===== src/hw/rtl/fcfp_pkg.sv =====
// ----------------------------------------------------------------------------
// fcfp_pkg
// Shared constants and types for the float channel frame parser.
// ----------------------------------------------------------------------------
package fcfp_pkg;

  // Channel buffer depth in 32-bit words (1..31)
  localparam int MAX_CHANNELS = 20;

  // Field widths
  localparam int BYTE_W   = 8;
  localparam int WORD_W   = 32;
  localparam int CH_IDX_W = 5;
  localparam int POS_W    = 7;
  localparam int LANE_W   = 2;
  localparam int LANES    = WORD_W / BYTE_W;

  // Word address width into the channel buffer
  localparam int ADDR_W = (MAX_CHANNELS > 1) ? $clog2(MAX_CHANNELS) : 1;

  // Frame open marker ('$')
  localparam logic [BYTE_W-1:0] SYNC_BYTE = 8'h24;

  // Buffer depth as a channel count
  localparam logic [CH_IDX_W-1:0] MAX_CH = CH_IDX_W'(MAX_CHANNELS);

  // Byte write into the channel buffer
  typedef struct packed {
    logic              en;
    logic [ADDR_W-1:0] addr;
    logic [LANE_W-1:0] lane;
    logic [BYTE_W-1:0] data;
  } buf_wr_t;

  // Word read from the channel buffer
  typedef struct packed {
    logic              en;
    logic [ADDR_W-1:0] addr;
  } buf_rd_t;

endpackage


===== src/hw/rtl/fcfp_word_buf.sv =====
// ----------------------------------------------------------------------------
// fcfp_word_buf
// Channel word buffer: byte-lane writes, one registered word read per cycle.
// ----------------------------------------------------------------------------
module fcfp_word_buf (
  input  logic                            clk,
  input  fcfp_pkg::buf_wr_t               wr,
  input  fcfp_pkg::buf_rd_t               rd,
  output logic [fcfp_pkg::WORD_W-1:0]     rd_data
);
  import fcfp_pkg::*;

  logic [LANES-1:0][BYTE_W-1:0] mem [MAX_CHANNELS];
  logic [WORD_W-1:0]            rd_data_r;

  // Byte write; little-endian lane order
  always_ff @(posedge clk) begin
    if (wr.en) begin
      mem[wr.addr][wr.lane] <= wr.data;
    end
  end

  // Registered word read
  always_ff @(posedge clk) begin
    if (rd.en) begin
      rd_data_r <= mem[rd.addr];
    end
  end

  assign rd_data = rd_data_r;

endmodule


===== src/hw/rtl/float_channel_frame_parser_top.sv =====
// ----------------------------------------------------------------------------
// float_channel_frame_parser_top
// Assembles '$'-started frames of little-endian 32-bit channel words and
// emits the stored words in order once a frame terminator arrives.
// ----------------------------------------------------------------------------
//  Channel | Ports                                           | Dir
//  --------+-------------------------------------------------+----
//  input   | in_valid, in_ready, in_rx_byte[7:0]             | in
//  result  | out_valid, out_ready, out_channel_index[4:0],   | out
//          | out_value_bits[31:0], out_last_channel          |
//
// A byte that causes no result is accepted while the block stays idle and
// ready. A terminator byte starts a burst of n words, each word being read
// from the buffer (ST_READ) and then held on the output (ST_SEND) until
// out_ready; in_ready is low for the whole burst. The sequencer fetches the
// next word only after the previous one is taken. Reset (rst_n low,
// synchronous) closes any open frame; the buffer contents are not cleared.
// ----------------------------------------------------------------------------
module float_channel_frame_parser_top (
  input  logic                              clk,
  input  logic                              rst_n,
  input  logic                              in_valid,
  output logic                              in_ready,
  input  logic [fcfp_pkg::BYTE_W-1:0]       in_rx_byte,
  output logic                              out_valid,
  input  logic                              out_ready,
  output logic [fcfp_pkg::CH_IDX_W-1:0]     out_channel_index,
  output logic [fcfp_pkg::WORD_W-1:0]       out_value_bits,
  output logic                              out_last_channel
);
  import fcfp_pkg::*;

  typedef enum logic [1:0] {
    ST_IDLE,
    ST_READ,
    ST_SEND
  } state_t;

  state_t                state_r, state_nxt;
  logic                  in_frame_r, in_frame_nxt;
  logic [POS_W-1:0]      byte_pos_r, byte_pos_nxt;
  logic [CH_IDX_W-1:0]   n_r, n_nxt;
  logic [CH_IDX_W-1:0]   k_r, k_nxt;
  logic                  out_valid_r, out_valid_nxt;
  logic                  last_r, last_nxt;

  logic                  accept;
  logic                  is_start;
  logic [POS_W-1:0]      pos;
  logic [CH_IDX_W-1:0]   word_idx;
  logic                  is_term;
  logic                  is_ovf;
  buf_wr_t               wr;
  buf_rd_t               rd;

  assign in_ready = (state_r == ST_IDLE);
  assign accept   = in_valid && in_ready;

  // Decode of the incoming byte against the current position
  assign is_start = (in_rx_byte == SYNC_BYTE);
  assign pos      = byte_pos_r + POS_W'(1);
  assign word_idx = byte_pos_r[POS_W-1:LANE_W];
  assign is_term  = (byte_pos_r[LANE_W-1:0] == '0) && (word_idx != '0) &&
                    (in_rx_byte == {1'b0, pos});
  assign is_ovf   = (word_idx >= MAX_CH);

  // Data byte store
  always_comb begin
    wr.en   = accept && !is_start && in_frame_r && !is_term && !is_ovf;
    wr.addr = byte_pos_r[ADDR_W+LANE_W-1:LANE_W];
    wr.lane = byte_pos_r[LANE_W-1:0];
    wr.data = in_rx_byte;
  end

  // Word fetch for the emission burst
  always_comb begin
    rd.en   = (state_r == ST_READ);
    rd.addr = k_r[ADDR_W-1:0];
  end

  fcfp_word_buf u_buf (
    .clk     (clk),
    .wr      (wr),
    .rd      (rd),
    .rd_data (out_value_bits)
  );

  // Sequencer next state
  always_comb begin
    state_nxt     = state_r;
    in_frame_nxt  = in_frame_r;
    byte_pos_nxt  = byte_pos_r;
    n_nxt         = n_r;
    k_nxt         = k_r;
    out_valid_nxt = out_valid_r;
    last_nxt      = last_r;
    case (state_r)
      ST_IDLE: begin
        if (accept) begin
          if (is_start) begin
            in_frame_nxt = 1'b1;
            byte_pos_nxt = '0;
          end else if (in_frame_r) begin
            if (is_term) begin
              in_frame_nxt = 1'b0;
              byte_pos_nxt = '0;
              if (word_idx <= MAX_CH) begin
                n_nxt     = word_idx;
                k_nxt     = '0;
                state_nxt = ST_READ;
              end
            end else if (is_ovf) begin
              // frame too long: drop it
              in_frame_nxt = 1'b0;
              byte_pos_nxt = '0;
            end else begin
              byte_pos_nxt = pos;
            end
          end
        end
      end
      ST_READ: begin
        out_valid_nxt = 1'b1;
        last_nxt      = (k_r + CH_IDX_W'(1) == n_r);
        state_nxt     = ST_SEND;
      end
      ST_SEND: begin
        if (out_ready) begin
          out_valid_nxt = 1'b0;
          if (last_r) begin
            state_nxt = ST_IDLE;
          end else begin
            k_nxt     = k_r + CH_IDX_W'(1);
            state_nxt = ST_READ;
          end
        end
      end
      default: begin
        state_nxt     = ST_IDLE;
        out_valid_nxt = 1'b0;
      end
    endcase
  end

  // State and registered outputs
  always_ff @(posedge clk) begin
    if (!rst_n) begin
      state_r     <= ST_IDLE;
      in_frame_r  <= 1'b0;
      byte_pos_r  <= '0;
      out_valid_r <= 1'b0;
      n_r         <= '0;
      k_r         <= '0;
      last_r      <= 1'b0;
    end else begin
      state_r     <= state_nxt;
      in_frame_r  <= in_frame_nxt;
      byte_pos_r  <= byte_pos_nxt;
      out_valid_r <= out_valid_nxt;
      n_r         <= n_nxt;
      k_r         <= k_nxt;
      last_r      <= last_nxt;
    end
  end

  assign out_valid         = out_valid_r;
  assign out_channel_index = k_r;
  assign out_last_channel  = last_r;

endmodule


===== config.mk =====
export PLATFORM = sky130hd
export DESIGN_NAME = float_channel_frame_parser_top
export DESIGN_NICKNAME = d
export VERILOG_FILES = /design/src/hw/rtl/fcfp_pkg.sv /design/src/hw/rtl/fcfp_word_buf.sv /design/src/hw/rtl/float_channel_frame_parser_top.sv
export SDC_FILE = /design/constraint.sdc
export NUM_CORES = 1
export LEC_CHECK = 0
export BUFFER_PORTS_ARGS = -buffer_cell sky130_fd_sc_hd__buf_4
export CAP_MARGIN = 20
export CELL_PAD_IN_SITES_DETAIL_PLACEMENT = 1
export CELL_PAD_IN_SITES_GLOBAL_PLACEMENT = 2
export CORE_MARGIN = 2
export CORE_UTILIZATION = 54
export DETAILED_ROUTE_END_ITERATION = 8
export PLACE_DENSITY_LB_ADDON = 0.08
export REMOVE_ABC_BUFFERS = 1
export SETUP_SLACK_MARGIN = 0.2
export SYNTH_ARGS = -nofsm -noshare
export SYNTH_HDL_FRONTEND = slang
export SYNTH_SLANG_ARGS = --single-unit

===== constraint.sdc =====
create_clock -name clk -period 7.6 [get_ports clk]
set_clock_uncertainty 0.2 [all_clocks]
set_input_delay 0.76 -clock clk [delete_from_list [all_inputs] [get_ports clk]]
set_output_delay 0.76 -clock clk [all_outputs]
set_load 0.005 [all_outputs]

* Word-level counts from Yosys, hierarchy flattened *
Memory sizes are Yosys's and may differ from the RTL's. A register that Yosys moved wholly into a read port is not among the register bits.
Cells that the tools add are included.

cells by class
  add/subtract/negate cells = 2
  magnitude comparators = 4
  eq/ne operators = 12
  multiplexer cells = 30
  bitwise gates (word level) = 2
  reductions and logical operators = 22

operators with widths
  kind                                                                     count
  5-bit two-way mux                                                        7
  32-bit two-way mux                                                       1
  7-bit two-way mux                                                        4
  8-bit demux with 2-bit select                                            1
  2-bit two-way mux                                                        6
  6-bit AND reduction                                                      2
  5-bit one-hot mux with 2 select lines                                    1
  8-bit by 6-bit equality test with 1-bit output, second input constant    1
  8-bit by 7-bit equality test with 1-bit output                           1
  1-bit logical AND                                                        8
  8-bit two-way mux                                                        1
  2-bit by 1-bit inequality test with 1-bit output, second input constant  4
  8-bit AND reduction                                                      1
  7-bit by 1-bit adder with 7-bit output, second input constant            1
  1-bit two-way mux                                                        7
  2-bit inequality test, second input constant                             3
  2-bit one-hot mux with 3 select lines                                    1
  5-bit by 1-bit adder with 5-bit output, second input constant            1
  5-bit equality test                                                      1
  5-bit >= comparator, second input constant                               1
  5-bit <= comparator, second input constant                               1
  5-bit nonzero test                                                       1
  2-bit zero test                                                          2
  2-bit AND reduction                                                      2
  other kinds (9)                                                          13

word-level totals
  bits in registers = 22
  memory bits (writable) = 640
  input port bits = 12
  output and inout bits = 40
  word-level logic and storage cells = 80
  memories kept = 1

memories
  name       depth  width  rd ports  clocked after Yosys merged registers in  wr ports  line                 RTL
  u_buf.mem  20     32     1         1                                        1         fcfp_word_buf.sv:13  logic [LANES-1:0][BYTE_W-1:0] mem [MAX_CHANNELS];

* Depth between registers and ports, before layout *
Gate-level depths: netlist (run 1).

  word-level depth = 8
  mapped depth = 9
  gate-level depth less buffers = 8

* Hierarchy *
From an unflattened synthesis (run 1), not the netlist that was laid out.

second synthesis, totals
  cells, all modules = 1,626
  area total of the unflattened synthesis = 27,601.5 µm²

modules (own cells, without submodules)
  module                          instances  cells an instance  area each (µm²)  seq. area each (µm²)
  fcfp_word_buf                   1          1,454              26,108.8         20,179.4
  float_channel_frame_parser_top  1          172                1,492.7          440.4

* Worst setup path before layout (run 1) *
No wires, ideal clock.

  path kind = register -> register
  start point = register state_r[0]
  end point = register last_r (netlist: out_last_channel)
  library setup time = 0.065 ns
  arrival time = 2.610 ns
  data required time = 7.335 ns
  slack = 4.725 ns
  cell stages (with the launch flop) = 5
  path buffers = 0
  clock period less this slack = 2.875 ns
  cell sequence = dfxtp_1 -> nor2b_1 -> nand4_1 -> o32a_1 -> nor2_1

on the way
  cells in the longest elaborated chain, start to end = 1

ends and longest elaborated chain
  element                                         line                                   RTL
  start: declaration                              float_channel_frame_parser_top.sv:39   state_t state_r, state_nxt;
  start signal: assignment                        float_channel_frame_parser_top.sv:156  state_r <= state_nxt;
  2-bit by 1-bit equality test with 1-bit output  float_channel_frame_parser_top.sv:97   case (state_r)
  end signal: assignment                          float_channel_frame_parser_top.sv:162  last_r <= last_nxt;
  end: declaration                                float_channel_frame_parser_top.sv:45   logic last_r, last_nxt;

No other way between the ends.
A chain may end at the register's enable or synchronous reset.

* Worst setup path after layout (run 1) *
  start point = register byte_pos_r[3]
  end point = memory u_buf.mem[1][6] (netlist name) (enable)

on the way
  cells in the longest elaborated chain, start to end = 8
  elaborated cells on any way between the ends = 12
  classes of those cells = 1 x add/sub; 1 x order compare; 1 x eq/ne; 2 x mux; 7 x reduce/logical

ends and longest elaborated chain
  element                                                                              line                                                                        RTL
  start: declaration                                                                   float_channel_frame_parser_top.sv:41                                        logic [POS_W-1:0] byte_pos_r, byte_pos_nxt;
  start signal: assignment                                                             float_channel_frame_parser_top.sv:158                                       byte_pos_r <= byte_pos_nxt;
  7-bit by 1-bit adder with 7-bit output or 5-bit nonzero test (tied branches)         float_channel_frame_parser_top.sv:61, float_channel_frame_parser_top.sv:63
  8-bit by 7-bit equality test with 1-bit output or 1-bit logical AND (tied branches)  float_channel_frame_parser_top.sv:64, float_channel_frame_parser_top.sv:63
  1-bit logical AND                                                                    float_channel_frame_parser_top.sv:63                                        assign is_term = (byte_pos_r[LANE_W-1:0] == '0) && (word_idx != '0) &&
  1-bit zero test                                                                      float_channel_frame_parser_top.sv:69                                        wr.en = accept && !is_start && in_frame_r && !is_term && !is_ovf;
  1-bit logical AND (2 in a row)                                                       float_channel_frame_parser_top.sv:69
  1-bit two-way mux                                                                    fcfp_word_buf.sv:18                                                         if (wr.en) begin
  32-bit two-way mux (not written as such)                                             fcfp_word_buf.sv:19                                                         mem[wr.addr][wr.lane] <= wr.data;
  end: declaration                                                                     fcfp_word_buf.sv:13

Parallel ways exist; a longest one is shown, timed or not.

==> results of run 1 <==
power by group through the flow:
stage | Combinational (mW) | Clock (mW) | Sequential, mW
after floorplan | 0.00647 | 0 | 4.27
after global placement | 0.0919 | 0 | 4.27
after detailed placement | 0.0934 | 0 | 4.27
after CTS | 0.0930 | 3.42 | 4.19
after global routing | 0.0973 | 3.57 | 4.19
final | 0.0902 | 3.38 | 4.19
per-layer routing:
metal	routed length [um]	vias up	track usage, %
li1	-	5315	-
met1	28400	6843	38.6
met2	31000	524	40.0
met3	4770	105	5.64
met4	1960	0	9.19
met5	0	-	0
critical path, stage by stage (launching register included):
cell and delay [ns]:
dfxtp_1 0.72, and4_1 0.36, nor3b_1 0.30, nor4_1 0.12
o211ai_2 0.57, nand3_1 0.89, nor2_1 0.98
final cells by class:
| cell class | instances | area [um2] |
|---|---|---|
| flip-flops and latches | 694 | 20600 |
| fillers | 4161 | 19400 |
| multi-input cells | 468 | 6160 |
| clock buffers | 89 | 1940 |
| well taps | 672 | 841 |
| repair buffers | 68 | 534 |
| clock inverters | 41 | 309 |
| inverters | 7 | 26.3 |
| diodes | 1 | 2.50 |
cells by family after synthesis:
| family | synth area share, % |
|---|---|
| xor gates and xnor gates | 0.548 |
| and+or+nand+nor | 3.20 |
| buffers and inverters | 1.44 |
| adders and majority gates | 0.230 |
| AOI/OAI and AO/OA | 0.967 |
| muxes | 17.7 |
| DFF | 75.9 |
cell usage after synthesis (3+ instances only):
cell type    n
edfxtp_1   672
a21oi_1      6
buf_4       10
nand4_1      5
mux2_2      32
mux4_2     170
inv_1        7
nand3b_1     3
nor2b_1     10
buf_2       22
mux2i_1      4
nand3_1     20
nor3_1       4
ha_1         5
and2_1       6
o32ai_2      3
buf_1        4
nand2_1     25
xnor2_1      7
buf_6        5
o21ai_0      5
mux4_1      22
nor2_1      96
xor2_1      10
dfxtp_1     22
clkbuf_1    29
state kept, by name (all words and copies together), names as in the netlist, 2 cells and up:
| signal | cells |
|---|---|
| state_r | 2 |
| u_buf.mem | 640 |
| u_buf.rd_data | 32 |
| out_channel_index | 5 |
| byte_pos_r | 7 |
| n_r | 5 |
stage by stage:
stage                     cells  hold slack [ns]  setup TNS, ns  utilization [%]
final                      2040            0.263              0             61.1
after detailed placement   1907            0.292              0             56.5
after global placement     1907            0.288              0             56.5
after CTS                  2037            0.252              0             61.0
after floorplan            1169            0.246         -23.24                -
after global routing       2039            0.287              0             61.0
path summary, 6_finish.rpt:
path                            depth (start not counted)  slack, ns           from         endpoint
worst max-delay path                                    6       3.07  byte_pos_r[3]  u_buf.mem[1][6]
worst min-delay path                                    3       0.26      out_ready        out_valid
worst max register to register                          6       3.07  byte_pos_r[3]  u_buf.mem[1][6]
worst min register to register                          1       0.30      out_valid        out_valid
==> flow_metrics.tcl, run 1 <==
set metrics [dict create \
    row_count 82 \
    critPathKind "reg -> reg" \
    clockBufferDepth 3 \
    core_area_um2 49900 \
    drtAntennaViolNets 0 \
    timing.final.crit_share_pct 59.5 \
    path_clk_slew_ns 0.07 \
    critPathLaunchType "flip-flop" \
    fin_total_pwr_mw 7.65 \
    numCtsBuffers 71 \
    hpwl_um 39600 \
    p_switching_mw 1.51 \
    routedWlPerCell_um 32.4 \
    synth_edf_count 672 \
    maxSlewHeadroom_pct 28.7 \
    nets 1327 \
    synthArstFlopShare_pct 0 \
    final_cell_mix "edfxtp_1, mux4_2, nor2_1" \
    die_w_um 228 \
    grt_max_degree 128 \
    stdcell_area_um2 30400 \
    hold_viol_final 0 \
    avgSynthCellArea_um2 21.9 \
    critPathMaxFanout 20 \
    drv_cap 0 \
    power.internal_mw 6.15 \
    clockRootBuffer "clkbuf_16" \
    htreeDepth 3 \
    fin_ws_ns 3.07 \
    hold_buffers 0 \
    drt-total-wl_um 66200 \
    rsz0062_at_grt "no" \
    vias 12787 \
    routed_via_density 6.27 \
    clock-sinks 694 \
    drive_gt1_share_pct 28.4 \
    setup_viol 0 \
    synthTopCellsByArea "edfxtp_1, mux4_2, mux4_1" \
    tightest_slew_ns 1.07 \
    grt_pass1_vias 13270 \
    first_iter_violations 1308 \
    clkPwrFrac_pct 44.1 \
    p_leak_nw 9.23 \
    yosysWarnings 0 \
    ios 52 \
    clock_latency_ns 0.61 \
    antenna_found_initial 1 \
    synth_top_area_cell "edfxtp_1" \
    crit_required_ns 7.63 \
    dominantRegCellSynth "edfxtp_1" \
    finalMaxSlewViolations 0 \
    sw_frac_of_total_pct 19.7 \
    die-area_um2 52100 \
    crit_path_end_kind "flip-flop" \
    combPwrFrac_pct 1.2 \
    floorplan.initialDensity_pct 54.5 \
    drt_pass1_iterations 5 \
    vdd_drop_max_uv 172 \
    clock.fmax_ghz 0.221 \
    dp_slack_ns 2.48 \
    p_seq_share_pct 54.7 \
    synthCells 1239 \
    overflow 0 \
    min_path_type "in -> reg" \
    ys_ff_latch 694 \
    syn2layout_area_growth_pct 12.1 \
    arrival_ns 4.55 \
    grt_usage_pct 26.4 \
    place_congestion 0.782 \
    grt_pass1_wl_um 96600 \
    power_density_nw_per_um2 251 \
    synth_cell_types 54 \
    port_buffers 51 \
    status "complete, no violations" \
    ctsResizeCount 0 \
    synth-seq-area-share_pct 75.9 \
    cts_tree "yes" \
    post-route-min-period_ns 4.53 \
    synth_top_area_share_pct 74.3 \
    syn_area_um2 27200 \
    mostFrequentLayoutCell "edfxtp_1" \
    placed_area_um2 28200 \
    drcViolationCount 0 \
    cts_setup_buffers 0 \
    die_h_um 228 \
]
Power figures use the tool's default switching activity.
==> inputs of run 2 (changes only) <==
--- a/config.mk
+++ b/config.mk
@@ -10,7 +10,7 @@
 export CELL_PAD_IN_SITES_DETAIL_PLACEMENT = 1
 export CELL_PAD_IN_SITES_GLOBAL_PLACEMENT = 2
 export CORE_MARGIN = 2
-export CORE_UTILIZATION = 54
+export CORE_UTILIZATION = 50
 export DETAILED_ROUTE_END_ITERATION = 8
 export PLACE_DENSITY_LB_ADDON = 0.08
 export REMOVE_ABC_BUFFERS = 1
==> constraint.sdc (replaced) <==
create_clock -name clk -period 4.65 [get_ports clk]
set_clock_uncertainty 0.2 [all_clocks]
set_input_delay 0.465 -clock clk [delete_from_list [all_inputs] [get_ports clk]]
set_output_delay 0.465 -clock clk [all_outputs]
set_load 0.005 [all_outputs]
==> run 2 against run 1 <==
Against the previous run:
- combinational power up 54%
- sequential cell count unchanged
- largest power group unchanged
- register-to-register slack worse by 2.1 ns
- non-clock buffer count up 19
- sequential power up 63%
- total power up 59%
- worst hold slack worse by 0.22 ns
- core utilization down 4.4 points
- setup slack worse by 2.1 ns
- die area up 7.9%
==> flow_metrics.tcl, run 2 (synthesized netlist as in run 1, its figures left out) <==
set metrics [dict create \
    place_congestion 0.772 \
    maxSlewHeadroom_pct 31.8 \
    rsz0062_at_grt "no" \
    critPathLaunch "byte_pos_r[3]" \
    rr_worst_depth 8 \
    hold_viol_final 0 \
    grt_pass1_vias 13493 \
    critPathLaunchType "flip-flop" \
    min_path_type "in -> reg" \
    clockBufferDepth 3 \
    critPathMaxFanout 20 \
    holdPathStages 1 \
    drt_pass1_iterations 5 \
    floorplan.initialDensity_pct 50.5 \
    clock-sinks 694 \
    routed_via_density 6.11 \
    post-route-min-period_ns 3.68 \
    mostFrequentLayoutCell "edfxtp_1" \
    grt_pass1_wl_um 96200 \
    final_util_pct 56.6 \
    timing.final.crit_share_pct 79.2 \
    regMostFlops "u_buf.mem" \
    tightest_slew_ns 1.02 \
    dp_slack_ns 0.855 \
    largest_reg_flops 640 \
    drcViolationCount 0 \
    regToRegStartpoint "byte_pos_r[3]" \
    port_buffers 51 \
    ios 52 \
    antenna_found_initial 1 \
    die_h_um 237 \
    ctsResizeCount 0 \
    hpwl_um 39300 \
    reg2reg_slack_ns 0.97 \
    final_cells 2072 \
    nets 1346 \
    critPathKind "reg -> reg" \
    routedWlPerCell_um 31.4 \
    cts_tree "yes" \
    numCtsBuffers 71 \
    drt-total-wl_um 65100 \
    arrival_ns 3.70 \
    power_density_nw_per_um2 400 \
    drv_cap 0 \
    clockRootBuffer "clkbuf_16" \
    syn2layout_area_growth_pct 12.2 \
    fin_ws_ns 0.967 \
    die-area_um2 56200 \
    vias 12664 \
    endpoint "u_buf.mem[19][24]" \
    clock_latency_ns 0.60 \
    vdd_drop_max_uv 309 \
    crit_required_ns 4.66 \
    row_count 85 \
    status "complete, no violations" \
    clock.fmax_ghz 0.272 \
    grt_max_degree 84 \
    die_w_um 237 \
    finalMaxSlewViolations 0 \
    final_cell_mix "edfxtp_1, mux4_2, nor2_1" \
    placedCellCount 1951 \
    first_iter_violations 1188 \
    crit_path_end_kind "flip-flop" \
    fin_total_pwr_mw 12.2 \
    drtAntennaViolNets 0 \
    htreeDepth 3 \
    drive_gt1_share_pct 28.2 \
    path_clk_slew_ns 0.06 \
    core_area_um2 53800 \
    r2r-end "u_buf.mem[19][24]" \
    setup_viol 0 \
    overflow 0 \
    p_leak_nw 9.23 \
    grt_usage_pct 24.1 \
]
run 2: changes by cell type in the layout (fill, tap and decap cells not counted), sizes merged:
cell | before | now
dlygate4sd3 | 0 | 1
clkbuf | 89 | 94
clkinvlp | 2 | 1
clkinv | 32 | 23
bufinv | 4 | 1
inv | 10 | 7
buf | 68 | 86
run 2: worst min path at each step:
stage | startpoint | end
final | in_rx_byte[2] | u_buf.mem[11][26]
after global routing | in_rx_byte[2] | u_buf.mem[11][26]
after CTS | in_rx_byte[2] | u_buf.mem[11][26]
after detailed placement | out_valid | out_valid
after global placement | out_valid | out_valid
after floorplan | in_frame_r | in_frame_r
run 2: final cells by class:
class                   instances  area (um2)
repair buffers                 87         706
diodes                          1        2.50
flip-flops and latches        694       20600
clock buffers                  94        1940
fillers                      4499       23400
multi-input cells             468        6160
clock inverters                25         131
well taps                     696         871
inverters                       7        26.3
run 2: power breakdown:
group | internal, mW | switching (mW) | leakage, nW
registers | 6.85 | 0.0000679 | 6.22
clock network | 2.96 | 2.24 | 1.01
logic | 0.0166 | 0.123 | 2.01
total | 9.82 | 2.36 | 9.23
run 2: stage by stage:
stage	cell area (um2)	hold WS (ns)	TNS [ns]
2_1_floorplan	26800	0.246	-136.79
3_3_place_gp	28400	0.286	0
3_5_place_dp	28400	0.294	0
4_1_cts	30500	0.0185	0
5_1_grt	30500	0.0371	0
6_report	30500	0.0430	0
run 2: worst max-delay path: stages (launching register included):
cell	delay, ns
dfxtp_1	0.37
buf_4	0.20
nor3_1	0.44
nand2_1	0.38
nor4b_2	0.29
o211ai_2	0.26
nand3_1	0.16
buf_4	0.27
nor2_1	0.73
run 2: repair_timing:
item                                   CTS  global route
hold buffers                             1             0
endpoints found under the hold margin    2             0
buffers inserted                         0             0
run 2: routing by layer:
layer / vias to the layer above / part of all wire (%) / GRT usage (%)
li1: 5337 / - / -
met3: 91 / 5.7 / 4.85
met1: 6856 / 44 / 35.0
met5: - / 0 / 0
met4: 0 / 2.5 / 7.53
met2: 380 / 47 / 37.4
